**src/rtl/las_pkg.sv**
```systemverilog
// shared constants and defaults for the life automaton step block
`default_nettype none
package las_pkg;

   localparam int GRID_WIDTH_DEF  = 16;
   localparam int GRID_HEIGHT_DEF = 16;

   localparam int CMD_W       = 2;
   localparam int ROW_INDEX_W = 4;
   localparam int ROW_CELLS_W = 16;

   localparam logic [CMD_W-1:0] CMD_LOAD = 2'd0;
   localparam logic [CMD_W-1:0] CMD_STEP = 2'd1;
   localparam logic [CMD_W-1:0] CMD_READ = 2'd2;

   localparam logic CELL_ALIVE = 1'b1;
   localparam logic CELL_DEAD  = 1'b0;

   localparam logic [3:0] NB_KEEP  = 4'd2;
   localparam logic [3:0] NB_BIRTH = 4'd3;

endpackage
`default_nettype wire

```
**src/rtl/las_req_if.sv**
```systemverilog
// command channel: command, row index and row cells
`default_nettype none
interface las_req_if;
   import las_pkg::*;

   logic                   valid;
   logic                   ready;
   logic [CMD_W-1:0]       command;
   logic [ROW_INDEX_W-1:0] row_index;
   logic [ROW_CELLS_W-1:0] row_cells;

   modport source (output valid, output command, output row_index, output row_cells,
                   input ready);
   modport sink   (input valid, input command, input row_index, input row_cells,
                   output ready);
endinterface
`default_nettype wire

```
**src/rtl/las_rsp_if.sv**
```systemverilog
// result channel: row data and completed command code
`default_nettype none
interface las_rsp_if;
   import las_pkg::*;

   logic                   valid;
   logic                   ready;
   logic [ROW_CELLS_W-1:0] row_data;
   logic [CMD_W-1:0]       done_kind;

   modport source (output valid, output row_data, output done_kind, input ready);
   modport sink   (input valid, input row_data, input done_kind, output ready);
endinterface
`default_nettype wire

```
**src/rtl/las_ram.sv**
```systemverilog
// generic single write port, single read port ram with registered read
`default_nettype none
module las_ram #(
   parameter int WIDTH = 16,
   parameter int DEPTH = 16
) (
   input  wire logic                     clock,
   input  wire logic                     wr_en,
   input  wire logic [$clog2(DEPTH)-1:0] wr_addr,
   input  wire logic [WIDTH-1:0]         wr_data,
   input  wire logic                     rd_en,
   input  wire logic [$clog2(DEPTH)-1:0] rd_addr,
   output logic      [WIDTH-1:0]         rd_data
);
   logic [WIDTH-1:0] mem_ff [DEPTH];
   logic [WIDTH-1:0] rd_data_ff;

   always_ff @(posedge clock) begin
      if (wr_en) begin
         mem_ff[wr_addr] <= wr_data;
      end
      if (rd_en) begin
         rd_data_ff <= mem_ff[rd_addr];
      end
   end

   assign rd_data = rd_data_ff;
endmodule
`default_nettype wire

```
**src/rtl/las_row_unit.sv**
```systemverilog
// next generation of one row from the rows above, itself and below
`default_nettype none
module las_row_unit #(
   parameter int GRID_WIDTH = las_pkg::GRID_WIDTH_DEF
) (
   input  wire logic [GRID_WIDTH-1:0] above,
   input  wire logic [GRID_WIDTH-1:0] self_row,
   input  wire logic [GRID_WIDTH-1:0] below,
   output logic      [GRID_WIDTH-1:0] next_row
);
   import las_pkg::*;

   for (genvar x = 0; x < GRID_WIDTH; x++) begin : g_col
      localparam int XL = (x + GRID_WIDTH - 1) % GRID_WIDTH;
      localparam int XR = (x + 1) % GRID_WIDTH;
      logic [3:0] cnt;

      assign cnt = 4'(above[XL]) + 4'(above[x]) + 4'(above[XR])
                 + 4'(self_row[XL]) + 4'(self_row[XR])
                 + 4'(below[XL]) + 4'(below[x]) + 4'(below[XR]);
      assign next_row[x] = (cnt == NB_KEEP)  ? self_row[x] :
                           (cnt == NB_BIRTH) ? CELL_ALIVE  : CELL_DEAD;
   end
endmodule
`default_nettype wire

```
**src/rtl/life_automaton_step.sv**
```systemverilog
// toroidal life grid with row load, row read and one-generation step
// a step sweeps the rows in order; the shared row unit handles one row per cycle
// one command at a time: the next is taken once the result is in the output register
// reset clears the sequencer, the output valid flag and the per-row valid bits, so
//   every row reads as all dead until written; grid ram contents need no reset
`default_nettype none
module life_automaton_step #(
   parameter int GRID_WIDTH  = las_pkg::GRID_WIDTH_DEF,
   parameter int GRID_HEIGHT = las_pkg::GRID_HEIGHT_DEF
) (
   input wire logic clock,
   input wire logic reset,
   las_req_if.sink  req_ch,
   las_rsp_if.source rsp_ch
);
   import las_pkg::*;

   localparam int AW = $clog2(GRID_HEIGHT);
   localparam int XW = (AW > ROW_INDEX_W) ? AW : ROW_INDEX_W;
   localparam int RW = (GRID_WIDTH > ROW_CELLS_W) ? GRID_WIDTH : ROW_CELLS_W;
   localparam logic [AW-1:0] LAST = AW'(GRID_HEIGHT - 1);

   typedef enum logic [2:0] {
      ST_IDLE, ST_RDWAIT, ST_PRIME0, ST_PRIME1, ST_RUN, ST_FINISH
   } state_type;

   state_type              state_ff;
   logic [GRID_HEIGHT-1:0] valid_ff;
   logic [AW-1:0]          y_ff;
   logic [AW-1:0]          ptr_ff;
   logic [AW-1:0]          rd_addr_ff;
   logic [GRID_WIDTH-1:0]  prev_ff;
   logic [GRID_WIDTH-1:0]  self_ff;
   logic [GRID_WIDTH-1:0]  first_ff;
   logic                   hit_ff;
   logic [ROW_CELLS_W-1:0] res_data_ff;
   logic [CMD_W-1:0]       res_kind_ff;
   logic                   rsp_valid_ff;
   logic [ROW_CELLS_W-1:0] rsp_data_ff;
   logic [CMD_W-1:0]       rsp_kind_ff;

   logic                   wr_en;
   logic [AW-1:0]          wr_addr;
   logic [GRID_WIDTH-1:0]  wr_data;
   logic                   rd_en;
   logic [AW-1:0]          rd_addr;
   logic [GRID_WIDTH-1:0]  ram_data;
   logic [GRID_WIDTH-1:0]  rd_row;
   logic [GRID_WIDTH-1:0]  below;
   logic [GRID_WIDTH-1:0]  new_row;
   logic [RW-1:0]          rd_wide;
   logic [RW-1:0]          ld_wide;
   logic [XW-1:0]          idx_x;
   logic [AW-1:0]          idx_addr;
   logic                   in_range;
   logic                   req_xfer;
   logic [AW-1:0]          ptr_in;

   assign req_ch.ready = (state_ff == ST_IDLE);
   assign req_xfer     = req_ch.valid && req_ch.ready;

   assign idx_x    = XW'(req_ch.row_index);
   assign idx_addr = idx_x[AW-1:0];
   assign in_range = 32'(req_ch.row_index) < GRID_HEIGHT;
   assign ld_wide  = RW'(req_ch.row_cells);

   // rows never written read as all dead
   assign rd_row  = valid_ff[rd_addr_ff] ? ram_data : '0;
   assign rd_wide = RW'(rd_row);
   assign below   = (y_ff == LAST) ? first_ff : rd_row;
   assign ptr_in  = (ptr_ff == LAST) ? '0 : ptr_ff + AW'(1);

   always_comb begin
      wr_en   = 1'b0;
      wr_addr = idx_addr;
      wr_data = ld_wide[GRID_WIDTH-1:0];
      rd_en   = 1'b0;
      rd_addr = idx_addr;
      case (state_ff)
         ST_IDLE: begin
            if (req_xfer && req_ch.command == CMD_LOAD && in_range) begin
               wr_en = 1'b1;
            end
            if (req_xfer && req_ch.command == CMD_READ) begin
               rd_en = 1'b1;
            end
            if (req_xfer && req_ch.command == CMD_STEP) begin
               rd_en   = 1'b1;
               rd_addr = LAST;
            end
         end
         ST_PRIME0: begin
            rd_en   = 1'b1;
            rd_addr = '0;
         end
         ST_PRIME1: begin
            rd_en   = 1'b1;
            rd_addr = AW'(1);
         end
         ST_RUN: begin
            rd_en   = 1'b1;
            rd_addr = ptr_ff;
            wr_en   = 1'b1;
            wr_addr = y_ff;
            wr_data = new_row;
         end
         default: begin
         end
      endcase
   end

   las_row_unit #(.GRID_WIDTH(GRID_WIDTH)) u_row (
      .above    (prev_ff),
      .self_row (self_ff),
      .below    (below),
      .next_row (new_row)
   );

   las_ram #(.WIDTH(GRID_WIDTH), .DEPTH(GRID_HEIGHT)) u_grid (
      .clock   (clock),
      .wr_en   (wr_en),
      .wr_addr (wr_addr),
      .wr_data (wr_data),
      .rd_en   (rd_en),
      .rd_addr (rd_addr),
      .rd_data (ram_data)
   );

   always_ff @(posedge clock) begin
      if (rd_en) begin
         rd_addr_ff <= rd_addr;
      end
      if (reset) begin
         state_ff     <= ST_IDLE;
         valid_ff     <= '0;
         rsp_valid_ff <= 1'b0;
      end else begin
         if (wr_en) begin
            valid_ff[wr_addr] <= 1'b1;
         end
         if (state_ff == ST_FINISH && (!rsp_valid_ff || rsp_ch.ready)) begin
            rsp_valid_ff <= 1'b1;
         end else if (rsp_valid_ff && rsp_ch.ready) begin
            rsp_valid_ff <= 1'b0;
         end
         case (state_ff)
            ST_IDLE: begin
               if (req_xfer) begin
                  res_kind_ff <= req_ch.command;
                  res_data_ff <= '0;
                  hit_ff      <= in_range;
                  case (req_ch.command)
                     CMD_READ: state_ff <= ST_RDWAIT;
                     CMD_STEP: state_ff <= ST_PRIME0;
                     default:  state_ff <= ST_FINISH;
                  endcase
               end
            end
            ST_RDWAIT: begin
               res_data_ff <= hit_ff ? rd_wide[ROW_CELLS_W-1:0] : '0;
               state_ff    <= ST_FINISH;
            end
            ST_PRIME0: begin
               prev_ff  <= rd_row;
               state_ff <= ST_PRIME1;
            end
            ST_PRIME1: begin
               first_ff <= rd_row;
               self_ff  <= rd_row;
               y_ff     <= '0;
               ptr_ff   <= AW'(2);
               state_ff <= ST_RUN;
            end
            ST_RUN: begin
               prev_ff <= self_ff;
               self_ff <= below;
               y_ff    <= y_ff + AW'(1);
               ptr_ff  <= ptr_in;
               if (y_ff == LAST) begin
                  state_ff <= ST_FINISH;
               end
            end
            ST_FINISH: begin
               if (!rsp_valid_ff || rsp_ch.ready) begin
                  rsp_data_ff <= res_data_ff;
                  rsp_kind_ff <= res_kind_ff;
                  state_ff    <= ST_IDLE;
               end
            end
            default: state_ff <= ST_IDLE;
         endcase
      end
   end

   assign rsp_ch.valid     = rsp_valid_ff;
   assign rsp_ch.row_data  = rsp_data_ff;
   assign rsp_ch.done_kind = rsp_kind_ff;

   a_step_enters_prime: assert property (@(posedge clock) disable iff (reset)
      (req_xfer && req_ch.command == CMD_STEP) |=> (state_ff == ST_PRIME0))
      else $error("step transfer did not start the row sweep");

   a_sweep_ends: assert property (@(posedge clock) disable iff (reset)
      (state_ff == ST_RUN && y_ff == LAST) |=> (state_ff == ST_FINISH))
      else $error("row sweep did not end after the last row");

   a_result_from_finish: assert property (@(posedge clock) disable iff (reset)
      $rose(rsp_valid_ff) |-> $past(state_ff == ST_FINISH))
      else $error("result appeared outside the finish step");

   a_write_marks_row: assert property (@(posedge clock) disable iff (reset)
      wr_en |=> valid_ff[$past(wr_addr)])
      else $error("written row not marked valid");

   a_write_source: assert property (@(posedge clock) disable iff (reset)
      wr_en |-> (state_ff == ST_RUN || (req_xfer && req_ch.command == CMD_LOAD)))
      else $error("grid written outside load or sweep");
endmodule
`default_nettype wire
```
**src/flat_wrapper.sv**
```systemverilog
// flat-port wrapper written by rule: the top's interface ports become plain ports
module life_automaton_step_flat import las_pkg::*;
#(
   parameter int GRID_WIDTH  = las_pkg::GRID_WIDTH_DEF,
   parameter int GRID_HEIGHT = las_pkg::GRID_HEIGHT_DEF
)
  (clock, reset, req_ch_valid, req_ch_command, req_ch_row_index, req_ch_row_cells, req_ch_ready, rsp_ch_valid, rsp_ch_row_data, rsp_ch_done_kind, rsp_ch_ready);
  las_req_if req_ch_i ();
  las_rsp_if rsp_ch_i ();
  input wire logic clock;
  input wire logic reset;
  input wire logic [$bits(req_ch_i.valid)-1:0] req_ch_valid;
  input wire logic [$bits(req_ch_i.command)-1:0] req_ch_command;
  input wire logic [$bits(req_ch_i.row_index)-1:0] req_ch_row_index;
  input wire logic [$bits(req_ch_i.row_cells)-1:0] req_ch_row_cells;
  output wire logic [$bits(req_ch_i.ready)-1:0] req_ch_ready;
  output wire logic [$bits(rsp_ch_i.valid)-1:0] rsp_ch_valid;
  output wire logic [$bits(rsp_ch_i.row_data)-1:0] rsp_ch_row_data;
  output wire logic [$bits(rsp_ch_i.done_kind)-1:0] rsp_ch_done_kind;
  input wire logic [$bits(rsp_ch_i.ready)-1:0] rsp_ch_ready;
  assign req_ch_i.valid = req_ch_valid;
  assign req_ch_i.command = req_ch_command;
  assign req_ch_i.row_index = req_ch_row_index;
  assign req_ch_i.row_cells = req_ch_row_cells;
  assign req_ch_ready = req_ch_i.ready;
  assign rsp_ch_valid = rsp_ch_i.valid;
  assign rsp_ch_row_data = rsp_ch_i.row_data;
  assign rsp_ch_done_kind = rsp_ch_i.done_kind;
  assign rsp_ch_i.ready = rsp_ch_ready;
  life_automaton_step #(.GRID_WIDTH(GRID_WIDTH), .GRID_HEIGHT(GRID_HEIGHT)) u_core (.clock(clock), .reset(reset), .req_ch(req_ch_i), .rsp_ch(rsp_ch_i));
endmodule
```
**config.mk**
```make
export PLATFORM = sky130hd
export DESIGN_NAME = life_automaton_step_flat
export DESIGN_NICKNAME = d
export VERILOG_FILES = /design/src/rtl/las_pkg.sv /design/src/rtl/las_req_if.sv /design/src/rtl/las_rsp_if.sv /design/src/rtl/las_ram.sv /design/src/rtl/las_row_unit.sv /design/src/rtl/life_automaton_step.sv /design/src/flat_wrapper.sv
export SDC_FILE = /design/constraint.sdc
export NUM_CORES = 1
export LEC_CHECK = 0
export ABC_AREA = 1
export CAP_MARGIN = 20
export CORE_MARGIN = 1
export CORE_UTILIZATION = 50
export DETAILED_ROUTE_END_ITERATION = 8
export DONT_BUFFER_PORTS = 1
export MAX_ROUTING_LAYER = met4
export SLEW_MARGIN = 20
export SYNTH_ARGS = -nofsm -noshare
export SYNTH_HDL_FRONTEND = slang
export SYNTH_HIERARCHICAL = 1
export SYNTH_SLANG_ARGS = --single-unit
```
**constraint.sdc**
```tcl
create_clock -name clock -period 4.95 [get_ports clock]
set_input_delay 0.7425 -clock clock [delete_from_list [all_inputs] [get_ports clock]]
set_output_delay 0.7425 -clock clock [all_outputs]
set_load 0.005 [all_outputs]
```
# Word level (Yosys, flattened, before mapping)
# Memory sizes are Yosys's and may differ from the RTL's. A register that Yosys moved wholly into a read port is not among the register bits.
# Index checks and enable logic that the tools add are counted.
# totals
romBits	0
latchBits	0
ram_bits	256
in_bits	26
mem_count	1
output_inout_bits	20
wordCells	263
reg_bits	116
# op_classes
div	0
n_mux	63
n_lt_le_gt_ge	3
n_shift	0
n_addsub	114
bitwise_logic	2
multipliers	0
reduce_logical	23
eq_ne	44
# mem_list
name	words	word_bits	read_ports	rd_clocked_by_memory_dff	write_ports	line_no	rtl
u_core.u_grid.mem_ff	16	16	1	1	1	las_ram.sv:15	logic [WIDTH-1:0] mem_ff [DEPTH];
# ops
operator	n
4-bit by 1-bit adder with 4-bit output	66
4-bit by 2-bit equality test with 1-bit output, second input constant	32
16-bit one-hot mux with 2 select lines	3
16-bit 2-to-1 mux	4
3-bit by 1-bit adder with 4-bit output	15
2-bit by 1-bit adder with 3-bit output	15
1-bit 2-to-1 mux	41
1-bit by 1-bit adder with 2-bit output	16
3-bit one-hot mux with 6 select lines	1
16-bit OR	1
4-bit one-hot mux with 2 select lines	2
4-bit one-hot mux with 4 select lines	1
4-bit 2-to-1 mux	3
3-bit AND reduction	4
4-bit by 5-bit < comparator with 1-bit output, second input constant	2
3-bit 2-to-1 mux	3
4-bit by 1-bit adder with 4-bit output, second input constant	2
4-bit equality test, second input constant	2
2-bit nonzero test	4
1-bit logical AND	7
3-bit by 2-bit equality test with 1-bit output, second input constant	2
3-bit equality test, second input constant	2
3-bit one-hot mux with 2 select lines	1
2-bit AND reduction	3
other kinds (15)	17

# Longest topological paths before layout
# Gate-level depths: netlist of run 1.
# logic_depth
depth_word	11
ltp_mapped	23
ltp_nobuf	21

# Cells and area by module
# The synthesis of run 1 kept the hierarchy.
# modules_own_cells
mod	area_per_inst_um2	cells_each	seq_area_each_um2	n_inst
las_ram	11541.1	1074	8167.8	1
life_automaton_step	5430.2	560	3283.1	1
las_row_unit	2896.5	365	0.0	1

# Least setup slack after synthesis of run 1
# OpenSTA, ideal clock, no wires.
# synth_timing
path_type	reg-to-reg
from	reg u_core.y_ff[0]
to	mem u_core.u_grid.mem_ff[0][4] (data pin)
arrival_ps	4261
setup_ps	205
required_ps	4745
stages_incl_launch_ff	19
n_path_buf	1
synth_period_minus_slack_ps	4466
setup_slack_ps	484
cell_sequence	edfxtp_1 > ha_1 > nand2_1 > nor2_1 > inv_1 > clkbuf_1 > or2_2 > a21boi_0 > inv_1 > fa_1 > fa_1 > fa_1 > inv_1 > ha_1 > fa_1 > nand3_1 > a21oi_1 > nand2_1 > nand2_1
# synth_between
elab_chain_len	9
word_cells_on_any_way	10
cone_classes	3 x add/sub; 3 x eq/ne; 4 x mux
# synth_lines
element	line_no	rtl
start, declared	life_automaton_step.sv:29	logic [AW-1:0] y_ff;
start signal, assigned	life_automaton_step.sv:177	y_ff <= y_ff + AW'(1);
4-bit equality test (*)	life_automaton_step.sv:70	assign below = (y_ff == LAST) ? first_ff : rd_row;
16-bit 2-to-1 mux (*)	life_automaton_step.sv:70	
via u_core.below[3]	life_automaton_step.sv:49	logic [GRID_WIDTH-1:0] below;
4-bit by 1-bit adder with 4-bit output (*) (3 in series)	las_row_unit.sv:20	+ 4'(below[XL]) + 4'(below[x]) + 4'(below[XR]);
4-bit by 2-bit equality test with 1-bit output	las_row_unit.sv:22	(cnt == NB_BIRTH) ? CELL_ALIVE : CELL_DEAD;
1-bit 2-to-1 mux	las_row_unit.sv:22	
1-bit 2-to-1 mux (*)	las_row_unit.sv:21	assign next_row[x] = (cnt == NB_KEEP) ? self_row[x] :
via u_core.new_row[4]	life_automaton_step.sv:50	logic [GRID_WIDTH-1:0] new_row;
16-bit 2-to-1 mux (*)	life_automaton_step.sv:79	case (state_ff)
via u_core.wr_data[4]	life_automaton_step.sv:44	logic [GRID_WIDTH-1:0] wr_data;
end, declared	las_ram.sv:15	
# Mark *: on every way through the listed nets, which the timed path passes. The rest lies on a longest branch.

# Worst setup path after layout of run 1
# layout_timing
from	reg u_core.rd_addr_ff[0]
to	mem u_core.u_grid.mem_ff[13][2] (data pin)
# layout_between
word_cells_on_any_way	12
cone_classes	3 x add/sub; 2 x eq/ne; 7 x mux
# layout_lines
element	line_no	rtl
start, declared	life_automaton_step.sv:31	logic [AW-1:0] rd_addr_ff;
start signal, assigned	life_automaton_step.sv:131	rd_addr_ff <= rd_addr;
1-bit binary-select mux with 4-bit select (*)	life_automaton_step.sv:68	assign rd_row = valid_ff[rd_addr_ff] ? ram_data : '0;
1-bit 2-to-1 mux (implied by the code) (*)	life_automaton_step.sv:68	
16-bit 2-to-1 mux (*)	life_automaton_step.sv:68	
16-bit 2-to-1 mux (*)	life_automaton_step.sv:70	
via u_core.below[2]	life_automaton_step.sv:49	
4-bit by 1-bit adder with 4-bit output (*) (2 in series)	las_row_unit.sv:20	
4-bit by 2-bit equality test with 1-bit output	las_row_unit.sv:22	
1-bit 2-to-1 mux	las_row_unit.sv:22	
1-bit 2-to-1 mux (*)	las_row_unit.sv:21	
via u_core.new_row[2]	life_automaton_step.sv:50	
16-bit 2-to-1 mux (*)	life_automaton_step.sv:79	
via u_core.wr_data[2]	life_automaton_step.sv:44	
# Mark *: on every way through the listed nets, which the timed path passes. The rest lies on a longest branch. The select of a mux whose other input is x is not followed.

==> results.cfg, run 1 <==
[die]
placeable_core_area_mm2 = 0.0389
total_i_o_pin_count = 46
placement_rows = 72
die_width_um = 201
dieArea_mm2 = 0.0405
initial_utilization_pct = 51.1
vertical_extent_of_the_die_um = 201

[route]
drt-wirelength-per-cell_um = 18.8
drt_iter0_drc = 929
drt_wl_total_mm = 48.4
detailroute.via_count = 13300
route.antenna.remaining_nets = 0
vias_per_cell = 5.16
dr.pass1.iters = 5
detail_route.drc_violations = 0

[clock_network]
clock-root-buffer = clkbuf_16
worstSkewPairLatency_ns = 0.57
htreeDepth = 2
clkSinkCount = 388
clk_pin_slew_ns = 0.06
max-clock-path-buffers = 3
numCtsBuffers = 42
tritoncts_clock_tree = done

[cells_and_area]
layout-drive-gt1-share_pct = 11.3
core_utilization_of_the_finished_layout_pct = 57.0
n_fill_cell = 3346
antenna_cells = 0
area_delta_synth_final_pct = 11.6
nets = 2172

[global_routing]
antenna_found_initial = 0
all_layer_global_routing_usage_pct = 25.1
grt_max_degree = 74
number_of_global_route_vias_before_repair = 13100
overflow = 0
grt_first_pass_wirelength_mm = 75.1

[logic_synthesis]
postSynthRegisterBits = 388
postSynthAreaPerCell_um2 = 9.94
synth_cells = 1999
seq_area_frac_synth_pct = 57.6
synth.cell_area_mm2 = 0.0199
post-synth-top-area-cell = edfxtp_1
yosysTopAreaCellShare_pct = 55.6
post_synth_main_area_contributors = edfxtp_1, nand2_1, inv_1
synth_fp_nets = 2142
netlist-cell-type-count = 38
yosysWarnings = 6

[min_path]
hold_depth = 1
min_to = u_core/rsp_ch.valid
holdCritPathClass = primary input to flop
min-delay-start = reset

[worst_setup_path]
r2r_cells = 22
crit-reg2reg-capture = u_core/u_grid/mem_ff[13][2]
worstPathMaxFanout = 16
worst-setup-path-type = flop to flop
nature_of_the_critical_path_endpoint = flop
critPathRequiredTime_ns = 5.37
setup.worst_path.start_class = flop
reg2reg_setup_slack_ns = 0.19
crit-reg2reg-launch = u_core/rd_addr_ff[0]
worst_ep_arrival_time_ns = 5.18

[status]
run_status = complete, no violations

[power_and_ir_drop]
p_per_area_mw_per_mm2 = 746
netSwitchingPower_mw = 7.23
power.total_mw = 16.5
p_int_mw = 9.31
p_leak_nw = 9.86
share_seq_of_total_power_pct = 28.7
share_clk_of_total_power_pct = 17.5
vdd.ir_drop.worst_mv = 0.391
sw_frac_of_total_pct = 43.7
gate_power_share_pct = 53.8

[timing]
layout_worst_path_cycle_share_pct = 96.2
fin_hold_ws_ns = 0.245
setup-tns-final_ns = 0
slew_viol_final = 0
max_clock_freq_mhz = 210
report.final.setup_viol = 0
clock-skew-final_ns = 0.00990
worst_pin_slew_ns = 0.950
timing.final.hold_violations = 0
timing.max_slew.rel_slack_pct = 36.6
min_period_ns = 4.76

[placed_design]
place_hpwl_mm = 29.8
gp_routability_congestion = 0.870
port_buffers = 0

[job]
timing.max_cap.violations = 0
==> critical path, cell delays in order, from the launching register on <==
cell and delay [ns]:
edfxtp_1 0.51, buf_6 0.17, nand2_1 0.06, nand3_1 0.08
nand3_1 0.10, nand3_2 0.10, nand2_4 0.12, buf_12 0.15
buf_4 0.12, nand2_2 0.07, a21boi_2 0.22, inv_2 0.08
fa_1 0.52, fa_1 0.43, fa_1 0.50, inv_1 0.05
ha_1 0.20, fa_1 0.50, nand3_1 0.08, a21oi_1 0.13
nand2_1 0.12, nand2_2 0.16, buf_12 0.15
==> sequential cells by signal (all words and copies together) (netlist names), 16 cells and up <==
signal	count
u_core/u_grid/rd_data	16
u_core/res_data_ff	16
u_core/valid_ff	16
u_core/first_ff	16
u_core/rsp_ch.row_data	16
u_core/u_grid/mem_ff	256
u_core/prev_ff	16
u_core/self_ff	16
==> synthesized netlist by cell type <==
cell type	instances
nand2_1	570
inv_1	404
edfxtp_1	368
nand3_1	261
fa_1	64
nor2_1	57
ha_1	53
a21oi_1	38
buf_2	25
clkbuf_1	22
dfxtp_1	20
buf_4	19
or2_2	17
a21boi_0	16
inv_2	10
nand2_4	10
nand2_2	7
buf_6	5
o211ai_1	4
nor3_1	3
buf_1	2
nand3b_1	2
nand4_1	2
nor2_2	2
nor2_4	2
o21ai_0	2
o21ai_2	2
o21ai_4	2
a21oi_2	1
buf_12	1
nor3_2	1
nor3_4	1
nor3b_1	1
nor4_1	1
o2111ai_1	1
o221ai_1	1
o311ai_0	1
xnor2_1	1
==> cell usage in the layout, fill, tap and decap left out, drive strengths merged <==
master,count
o21ai,6
ha,53
nand4,2
fa,64
dfxtp,20
nor3,5
nor4,1
nor2,61
inv,415
nor3b,1
nand3,261
bufinv,1
o311ai,1
or2,17
o221ai,1
a21oi,39
o211ai,4
nand3b,2
edfxtp,368
buf,57
a21boi,16
xnor2,1
nand2,587
clkbuf,58
o2111ai,1
clkinv,12
==> stage by stage <==
step | cell area [um^2] | setup WS, ns | cells
CTS | 21900 | 0.00647 | 2564
detailed placement | 20600 | -0.0964 | 2495
finish | 22200 | 0.190 | 2572
global route | 22200 | -0.0261 | 2572
global placement | 20600 | -0.0201 | 2495
floorplan | 19900 | 0.484 | 1999
==> area by class of cell <==
class	count	area [um^2]	area share (%)
Clock buffer	55	1120	5.06
Clock inverter	14	108	0.485
Inverter	414	1560	7.02
Multi-Input combinational cell	1123	6700	30.2
Sequential cell	388	11500	51.7
Tap cell	518	648	2.92
Timing Repair Buffer	60	584	2.64
==> power groups by stage <==
stage | registers, mW | logic (mW) | clock network (mW)
global route | 4.77 | 10.2 | 3.07
floorplan | 4.74 | 6.26 | 0
finish | 4.75 | 8.90 | 2.89
detailed placement | 4.81 | 8.51 | 0
CTS | 4.74 | 8.60 | 2.95
global placement | 4.81 | 8.14 | 0
==> what timing repair did <==
| action | 4_1_cts | 5_1_grt |
|---|---|---|
| setup buffers | 0 | 5 |
| gates cloned | 0 | 3 |
| pin swaps | 0 | 8 |
| hold buffers | 0 | 0 |
| resized for setup | 10 | 64 |
| setup endpoints to repair | 170 | 240 |
==> cells by family (layout without fill, tap and decap cells) <==
group	Yosys count	count (layout)	share of synthesized area (%)
buffers and inverters	488	543	10.0
XOR/XNOR	1	1	0.0441
flip-flops	388	388	57.6
AO/OA/AOI/OAI	68	68	2.19
AND/OR/NAND/NOR	937	937	20.3
adder cells (fa/ha/maj)	117	117	9.79
==> worst max-delay path by stage <==
stage / end / cells after the start / start
final: u_core/u_grid/mem_ff[13][2] / 22 / u_core/rd_addr_ff[0]
after global placement: u_core/u_grid/mem_ff[6][8] / 20 / u_core/rd_addr_ff[0]
after detailed placement: u_core/u_grid/mem_ff[3][8] / 20 / u_core/rd_addr_ff[0]
after floorplan: u_core/u_grid/mem_ff[0][4] / 18 / u_core/y_ff[0]
after global routing: u_core/u_grid/mem_ff[0][12] / 22 / u_core/rd_addr_ff[0]
after CTS: u_core/u_grid/mem_ff[7][13] / 21 / u_core/rd_addr_ff[0]
==> layer usage <==
| metal | global-route usage (%) | vias to the layer above | part of all wire, % |
|---|---|---|---|
| li1 | - | 6399 | - |
| met1 | 31.3 | 6408 | 41 |
| met2 | 42.0 | 376 | 50 |
| met3 | 3.71 | 90 | 5.5 |
| met4 | 8.33 | 0 | 3.0 |
| met5 | - | - | 0 |
No activity file was read; power rests on OpenSTA's default activity.
==> run 2: changes to the inputs <==
CORE_UTILIZATION = 24   (was 50)
clock period = 4.3 ns   (was 4.95 ns; I/O delays follow)
==> run 2 against run 1 <==
Effect of this change:
- the flow now finishes with violations (setup timing)
- combinational power increased by 33%
- first-iteration DRC count is 5.3% higher
- clock skew up 0.0086 ns
- sequential cell count did not move
- critical endpoint is now u_core/u_grid/mem_ff[15][2]
- largest cell class unchanged
==> results.cfg, run 2 (synthesis results as in run 1) <==
[status]
run_status = finished, violations left
violations = setup timing

[power_and_ir_drop]
share_seq_of_total_power_pct = 26.4
p_leak_nw = 10.4
power.total_mw = 20.7
sw_frac_of_total_pct = 43.4
share_clk_of_total_power_pct = 16.7
netSwitchingPower_mw = 8.99
gate_power_share_pct = 57.0
p_int_mw = 11.7
p_per_area_mw_per_mm2 = 857
vdd.ir_drop.worst_mv = 0.516

[job]
timing.max_cap.violations = 0

[worst_setup_path]
worstPathMaxFanout = 8
timing.critical_path.slowest_cell_delay_ns = 0.52
reg2reg_setup_slack_ns = -0.24
crit-reg2reg-capture = u_core/u_grid/mem_ff[15][2]
cp_num_buf_inv = 6
r2r_cells = 22
worst-setup-path-type = flop to flop
worst_ep_arrival_time_ns = 4.98
setup.worst_path.start_class = flop
crit-reg2reg-launch = u_core/rd_addr_ff[0]
timing.critical_path.cells = buf_6 -> inv_8 -> nand2_2 -> nand3_2 -> nand3_1 -> nand3_2 -> nand2_4 -> buf_6 -> nand2_4 -> a21boi_4 -> inv_2 -> fa_1 -> fa_1 -> fa_1 -> inv_1 -> ha_2 -> fa_1 -> nand3_2 -> a21oi_2 -> nand2_2 -> nand2_4 -> clkbuf_16
crit_path_frequent_cell = fa_1
nature_of_the_critical_path_endpoint = flop
worst_path_max_delay_cell = fa_1
critical-path-top-delay-family = adder cells
critPathRequiredTime_ns = 4.74

[timing]
min_period_ns = 4.54
worst_pin_slew_ns = 0.998
clock-skew-final_ns = 0.0185
timing.max_slew.rel_slack_pct = 33.4
slew_viol_final = 0
max_clock_freq_mhz = 220
rsz0062_at_grt = true
setup-tns-final_ns = -33.85
report.final.setup_viol = 240
layout_worst_path_cycle_share_pct = 106
timing.final.hold_violations = 0
timing.final.ws_setup_ns = -0.240

[clock_network]
numCtsBuffers = 44
clock-root-buffer = clkbuf_16
clkSinkCount = 388
max-clock-path-buffers = 3
clk_pin_slew_ns = 0.05
htreeDepth = 2
cts_hold_buf = 0
worstSkewPairLatency_ns = 0.57
tritoncts_clock_tree = done

[route]
drt_wl_total_mm = 50.6
detailroute.via_count = 13500
detail_route.drc_violations = 0
drt-wirelength-per-cell_um = 15.8
route.antenna.remaining_nets = 0
vias_per_cell = 4.23
dr.pass1.iters = 5
drt_iter0_drc = 978

[cells_and_area]
largest_register_ff_count = 256
core_utilization_of_the_finished_layout_pct = 29.5
antenna_cells = 0
area_delta_synth_final_pct = 21.5
multiInputGateArea_mm2 = 0.00729
final_cell_mix = nand2_1, inv_1, edfxtp_1
layout-drive-gt1-share_pct = 18.6
n_fill_cell = 8454
mostFrequentLayoutCell = nand2_1
registers.top_by_ff_count = u_core/u_grid/mem_ff
nets = 2248
sequential_cell_area_mm2 = 0.0115

[global_routing]
all_layer_global_routing_usage_pct = 12.3
number_of_global_route_vias_before_repair = 13100
grt_first_pass_wirelength_mm = 76.3
antenna_found_initial = 0
overflow = 0
grt_max_degree = 130

[placed_design]
port_buffers = 0
gp_routability_congestion = 0.821
place_hpwl_mm = 29.8
dpl_worst_slack_ns = -0.485

[min_path]
holdCritPathClass = primary input to flop
hold_depth = 1
min_to = u_core/rsp_ch.valid
min-delay-start = reset

[die]
initial_utilization_pct = 24.2
die_width_um = 290
dieArea_mm2 = 0.0839
placement_rows = 105
vertical_extent_of_the_die_um = 290
total_i_o_pin_count = 46
placeable_core_area_mm2 = 0.0820
[run 2: changes by cell type in the layout (fill, tap and decap cells not counted), sizes merged]
cell,change
nand2,+11
inv,-2
clkinvlp,+1
buf,+64
clkinv,+6
clkbuf,-2
[run 2: final cells by class]
cell class,instances,area share [%]
Clock buffer,54,4.89
Clock inverter,19,0.523
Timing Repair Buffer,123,4.95
Multi-Input combinational cell,1134,30.2
Inverter,414,6.49
Tap cell,1070,5.54
Sequential cell,388,47.4
[run 2: power by group through the flow]
stage,Clock (mW),Sequential [mW],Combinational [mW]
floorplan,0,5.46,7.24
global placement,0,5.53,9.83
detailed placement,0,5.54,10.0
CTS,3.52,5.45,11.0
global route,3.67,5.49,13.3
finish,3.45,5.46,11.8
[run 2: per-stage QoR]
step,hold slack (ns),cell area [um^2],std cells
2_1_floorplan,0.400,19900,1999
3_3_place_gp,0.404,21700,3090
3_5_place_dp,0.405,21700,3090
4_1_cts,0.111,23600,3183
5_1_grt,0.122,24100,3202
6_report,0.145,24100,3202
[run 2: worst max-delay path by stage]
| stage | startpoint | to | slack, ns | depth (start not counted) |
|---|---|---|---|---|
| 2_1_floorplan | u_core/y_ff[0] | u_core/u_grid/mem_ff[0][14] | 0.007 | 18 |
| 3_3_place_gp | u_core/rd_addr_ff[0] | u_core/u_grid/mem_ff[12][5] | -0.44 | 20 |
| 3_5_place_dp | u_core/rd_addr_ff[0] | u_core/u_grid/mem_ff[1][4] | -0.49 | 20 |
| 4_1_cts | u_core/rd_addr_ff[0] | u_core/u_grid/mem_ff[12][4] | -0.21 | 21 |
| 5_1_grt | u_core/rd_addr_ff[0] | u_core/u_grid/mem_ff[4][2] | -0.39 | 22 |
| 6_report | u_core/rd_addr_ff[0] | u_core/u_grid/mem_ff[15][2] | -0.24 | 22 |
[run 2: metal layers]
layer / GRT usage (%) / up-vias / wire length, um
li1: - / 6573 / -
met1: 15.2 / 6500 / 21900
met2: 20.2 / 375 / 24200
met3: 2.36 / 90 / 2960
met4: 3.74 / 0 / 1570
met5: - / - / 0
[run 2: what timing repair did]
item	in CTS	in global routing
resized for setup	127	85
cloned	13	3
setup endpoints to repair	256	256
setup buffers	7	19
pin swaps	45	47
